File: src/mlcd_pkg.sv
package mlcd_pkg;

    localparam int LINES_DEFAULT          = 128;
    localparam int BYTES_PER_LINE_DEFAULT = 16;

    localparam int CFG_ADDR_W = 3;
    localparam int CFG_IDX_W  = CFG_ADDR_W - 2;
    localparam logic [CFG_IDX_W-1:0] CFG_IDX_VCOM_PERIOD = '0;

    localparam logic [15:0] VCOM_PERIOD_RESET = 16'd15000;
    localparam logic [15:0] TIMER_MAX         = 16'hffff;

    localparam logic [7:0] BYTE_UPDATE    = 8'h80;
    localparam logic [7:0] BYTE_VCOM      = 8'h40;
    localparam logic [7:0] BYTE_DUMMY     = 8'hff;
    localparam logic [7:0] BYTE_CLEAR_MEM = 8'h20;
    localparam logic [7:0] BYTE_ZERO      = 8'h00;

    typedef enum logic [2:0] {
        MODE_DRAW    = 3'd0,
        MODE_READ    = 3'd1,
        MODE_CLEAR   = 3'd2,
        MODE_UPDATE  = 3'd3,
        MODE_BYTE    = 3'd4,
        MODE_TICK    = 3'd5,
        MODE_CLR_MEM = 3'd6
    } mode_t;

    typedef enum logic [1:0] {
        ST_IDLE,
        ST_EXEC,
        ST_SECOND,
        ST_CLEAR
    } state_t;

    typedef struct packed {
        logic accept;
        logic exec;
        logic second;
        logic clear_step;
    } ctrl_cmd_t;

    typedef struct packed {
        logic two_res;
        logic go_clear;
        logic clear_last;
    } dp_status_t;

    function automatic logic [7:0] bit_rev(input logic [7:0] v);
        logic [7:0] r;
        for (int i = 0; i < 8; i++)
        begin
            r[i] = v[7-i];
        end
        return r;
    endfunction

endpackage

File: src/mlcd_ctrl.sv
module mlcd_ctrl
    import mlcd_pkg::*;
(
    input  logic       clk,
    input  logic       rst_n,
    input  logic       start,
    output logic       busy,
    input  dp_status_t status,
    output ctrl_cmd_t  cmd
);

    state_t state_reg;
    state_t state_next;

    always_ff @(posedge clk or negedge rst_n)
    begin
        if (!rst_n)
        begin
            state_reg <= ST_CLEAR;
        end
        else
        begin
            state_reg <= state_next;
        end
    end

    always_comb
    begin
        state_next = state_reg;
        cmd        = '0;
        busy       = (state_reg != ST_IDLE);
        unique case (state_reg)
            ST_IDLE:
            begin
                cmd.accept = start;
                if (start)
                begin
                    state_next = ST_EXEC;
                end
            end
            ST_EXEC:
            begin
                cmd.exec = 1'b1;
                if (status.two_res)
                begin
                    state_next = ST_SECOND;
                end
                else if (status.go_clear)
                begin
                    state_next = ST_CLEAR;
                end
                else
                begin
                    state_next = ST_IDLE;
                end
            end
            ST_SECOND:
            begin
                cmd.second = 1'b1;
                state_next = ST_IDLE;
            end
            ST_CLEAR:
            begin
                cmd.clear_step = 1'b1;
                if (status.clear_last)
                begin
                    state_next = ST_IDLE;
                end
            end
            default:
            begin
                state_next = ST_IDLE;
            end
        endcase
    end

endmodule

File: config.mk
export PLATFORM = sky130hd
export DESIGN_NAME = mlcd_ctrl
export DESIGN_NICKNAME = d
export VERILOG_FILES = /design/src/mlcd_pkg.sv /design/src/mlcd_ctrl.sv
export SDC_FILE = /design/constraint.sdc
export NUM_CORES = 1
export LEC_CHECK = 0
export BUFFER_PORTS_ARGS = -buffer_cell sky130_fd_sc_hd__buf_4
export CORE_AREA = 2 2 39 41
export CTS_CLUSTER_DIAMETER = 150
export CTS_CLUSTER_SIZE = 12
export DETAILED_ROUTE_END_ITERATION = 12
export DIE_AREA = 0 0 41 43
export PLACE_DENSITY = 0.35
export SETUP_SLACK_MARGIN = 0.05
export SYNTH_ARGS = -nofsm -noshare
export SYNTH_HDL_FRONTEND = slang
export SYNTH_SLANG_ARGS = --single-unit
File: constraint.sdc
create_clock -name clk -period 1.19 [get_ports clk]
set_input_delay 0 -clock clk [delete_from_list [all_inputs] [get_ports clk]]
set_output_delay 0 -clock clk [all_outputs]
set_load 0.02 [all_outputs]
==> reports/results.tsv <==
metric	value	unit
yosysTopAreaCell	dfstp_2	
place_area	225	µm²
initial_core_util	0.0904	
yosysWarnings	0	
worstSetupPathType	reg -> out	
status	complete, no violations	
grt.overflow.total	0	
ios	11	
cts_root_buf	clkbuf_4	
synth_nets	18	
grt_max_degree	9	
crit_chain	and2b_1 -> buf_6	
ir_worst_vdd	437	µV
viasPerCell	3.51	
p_leak	0.136	nW
clk_pin_slew	0.03	ns
clock_path_buffers	2	
yosysUniqueCellTypes	11	
port_buffers	10	
synth-seq-area-share	0.420	
synth_area_per_cell	10.4	µm²
fin_crit	1.13	ns
ys_seq_elements	2	
vias	151	
die_h	43	µm
grt_pass1_vias	125	
drc	0	
fin_setup_tns	0	ns
cp_slowest_cell	dfstp_2	
worst_pin_slew	0.178	ns
relSlewSlack	0.879	
grt_use_total	0.0592	
rows	14	
slew_viol_final	0	
arrival	1.13	ns
hold_ws	0.0251	ns
hold_violations	0	
wl	369	µm
fillers	149	
nets	35	
synth_cells	12	
grt_first_pass_wirelength	524	µm
power.density	2590	nW/µm²
cp.required	1.19	ns
crit_path_end_kind	output port	
fin_worst_skew	0.000146	ns
die_w	41	µm
clock.fmax	888	MHz
clock-sinks	2	
wl_per_cell	8.58	µm
maxCapViolCount	0	
hp-class	in -> reg	
slowest_delay	0.58	ns
synthesis.area	125	µm²
fp.coreArea	1380	µm²
yosysMostFrequentCell	dfstp_2	
die_area	1760	µm²
final_cell_area	277	µm²
setup_viol	0	
first_pass_iters	1	
cts_buffers	3	
synthFlopType	dfstp_2	
r2r_slack	0.08	ns
htree_levels	1	
drt-initial-drc-count	0	
cp-start-kind	flip-flop	
yosysTopAreaCellShare	0.420	
gp_congestion	0.565	
antenna_found_initial	0	
insertedDiodeCount	0	
area_growth	121	%
largest_register_ffs	2	
crit_path_max_fanout	8	
cts_tree	done	
drtAntennaViolNets	0	
rsz0062_at_grt	true	
clk_latency	0.22	ns
finalCritPeriodShare	0.946	
synth_area_leaders	dfstp_2 42%, nor4bb_1 8.0%, o311a_1 8.0%, and3b_1 7.0%, and2b_1 6.0%	
drive_gt1_frac	0.704	
synth-edff-count	0	
synthArstFlopShare	1.00	
-- routing by layer --
| metal | up-vias | part of all wire | global-route usage |
|---|---|---|---|
| met5 | - | 0 | 0 |
| met4 | 0 | 0.022 | 0.100 |
| met3 | 2 | 0.17 | 0.0471 |
| met2 | 11 | 0.36 | 0.0500 |
| met1 | 63 | 0.45 | 0.0611 |
| li1 | 75 | - | - |
-- report_power, final --
part	switching (mW)	internal [mW]	leakage (nW)
clock	0.0349	0.111	0.0138
sequential	0.0649	0.124	0.0209
combinational	0.168	0.213	0.101
total	0.267	0.448	0.136
-- through the flow --
stage                     utilization  setup slack [ns]  std cells  total power, mW
after floorplan                     -            0.0893         12            0.363
after global placement          0.163             0.108         38            0.501
after detailed placement        0.163            0.0790         38            0.514
after CTS                       0.192            0.0501         43            0.692
after global routing            0.200            0.0269         43            0.773
final                           0.200            0.0644         43            0.715
-- final timing paths --
kind	startpoint	endpoint	cells past startpoint
max	state_reg[1]	cmd[2]	2
min	status[0]	state_reg[1]	3
min in group asynchronous	rst_n	state_reg[1]	2
max in group asynchronous	rst_n	state_reg[0]	2
max reg2reg	state_reg[0]	state_reg[0]	2
min reg2reg	state_reg[0]	state_reg[1]	1
-- worst max-delay path, delay by kind of cell (launching register included) --
family        cells  cell delay, ns
simple gates      1            0.20
flops             1            0.58
buf+inv           1            0.13
-- layout by cell type, fill, tap and decap left out, drive strengths merged --
cell	instances
buf	11
clkbuf	3
dfstp	2
or2	1
and2b	1
and2	1
nor2b	1
nor3b	1
nand2	1
o311a	1
and3b	1
nor4bb	1
or3	1
dlygate4sd3	1
-- what timing repair did --
action,CTS,global route
endpoints found under the setup margin,2,3
gates resized for setup,0,3
setup buffers,1,0
pin swaps,0,1
hold endpoints to repair,2,0
hold buffers,1,0
-- layout make-up --
cell class / count / area [µm²] / share of cell area
Clock buffer: 3 / 22.5 / 0.0814
Multi-Input combinational cell: 10 / 85.1 / 0.308
Sequential cell: 2 / 52.6 / 0.190
Tap cell: 16 / 20.0 / 0.0724
Timing Repair Buffer: 12 / 96.3 / 0.348
-- cells by family after synthesis --
| logic type | synth area share |
|---|---|
| AOI/OAI and AO/OA | 0.0800 |
| DFF | 0.420 |
| and+or+nand+nor | 0.500 |
(Power assumes the default switching activity.)
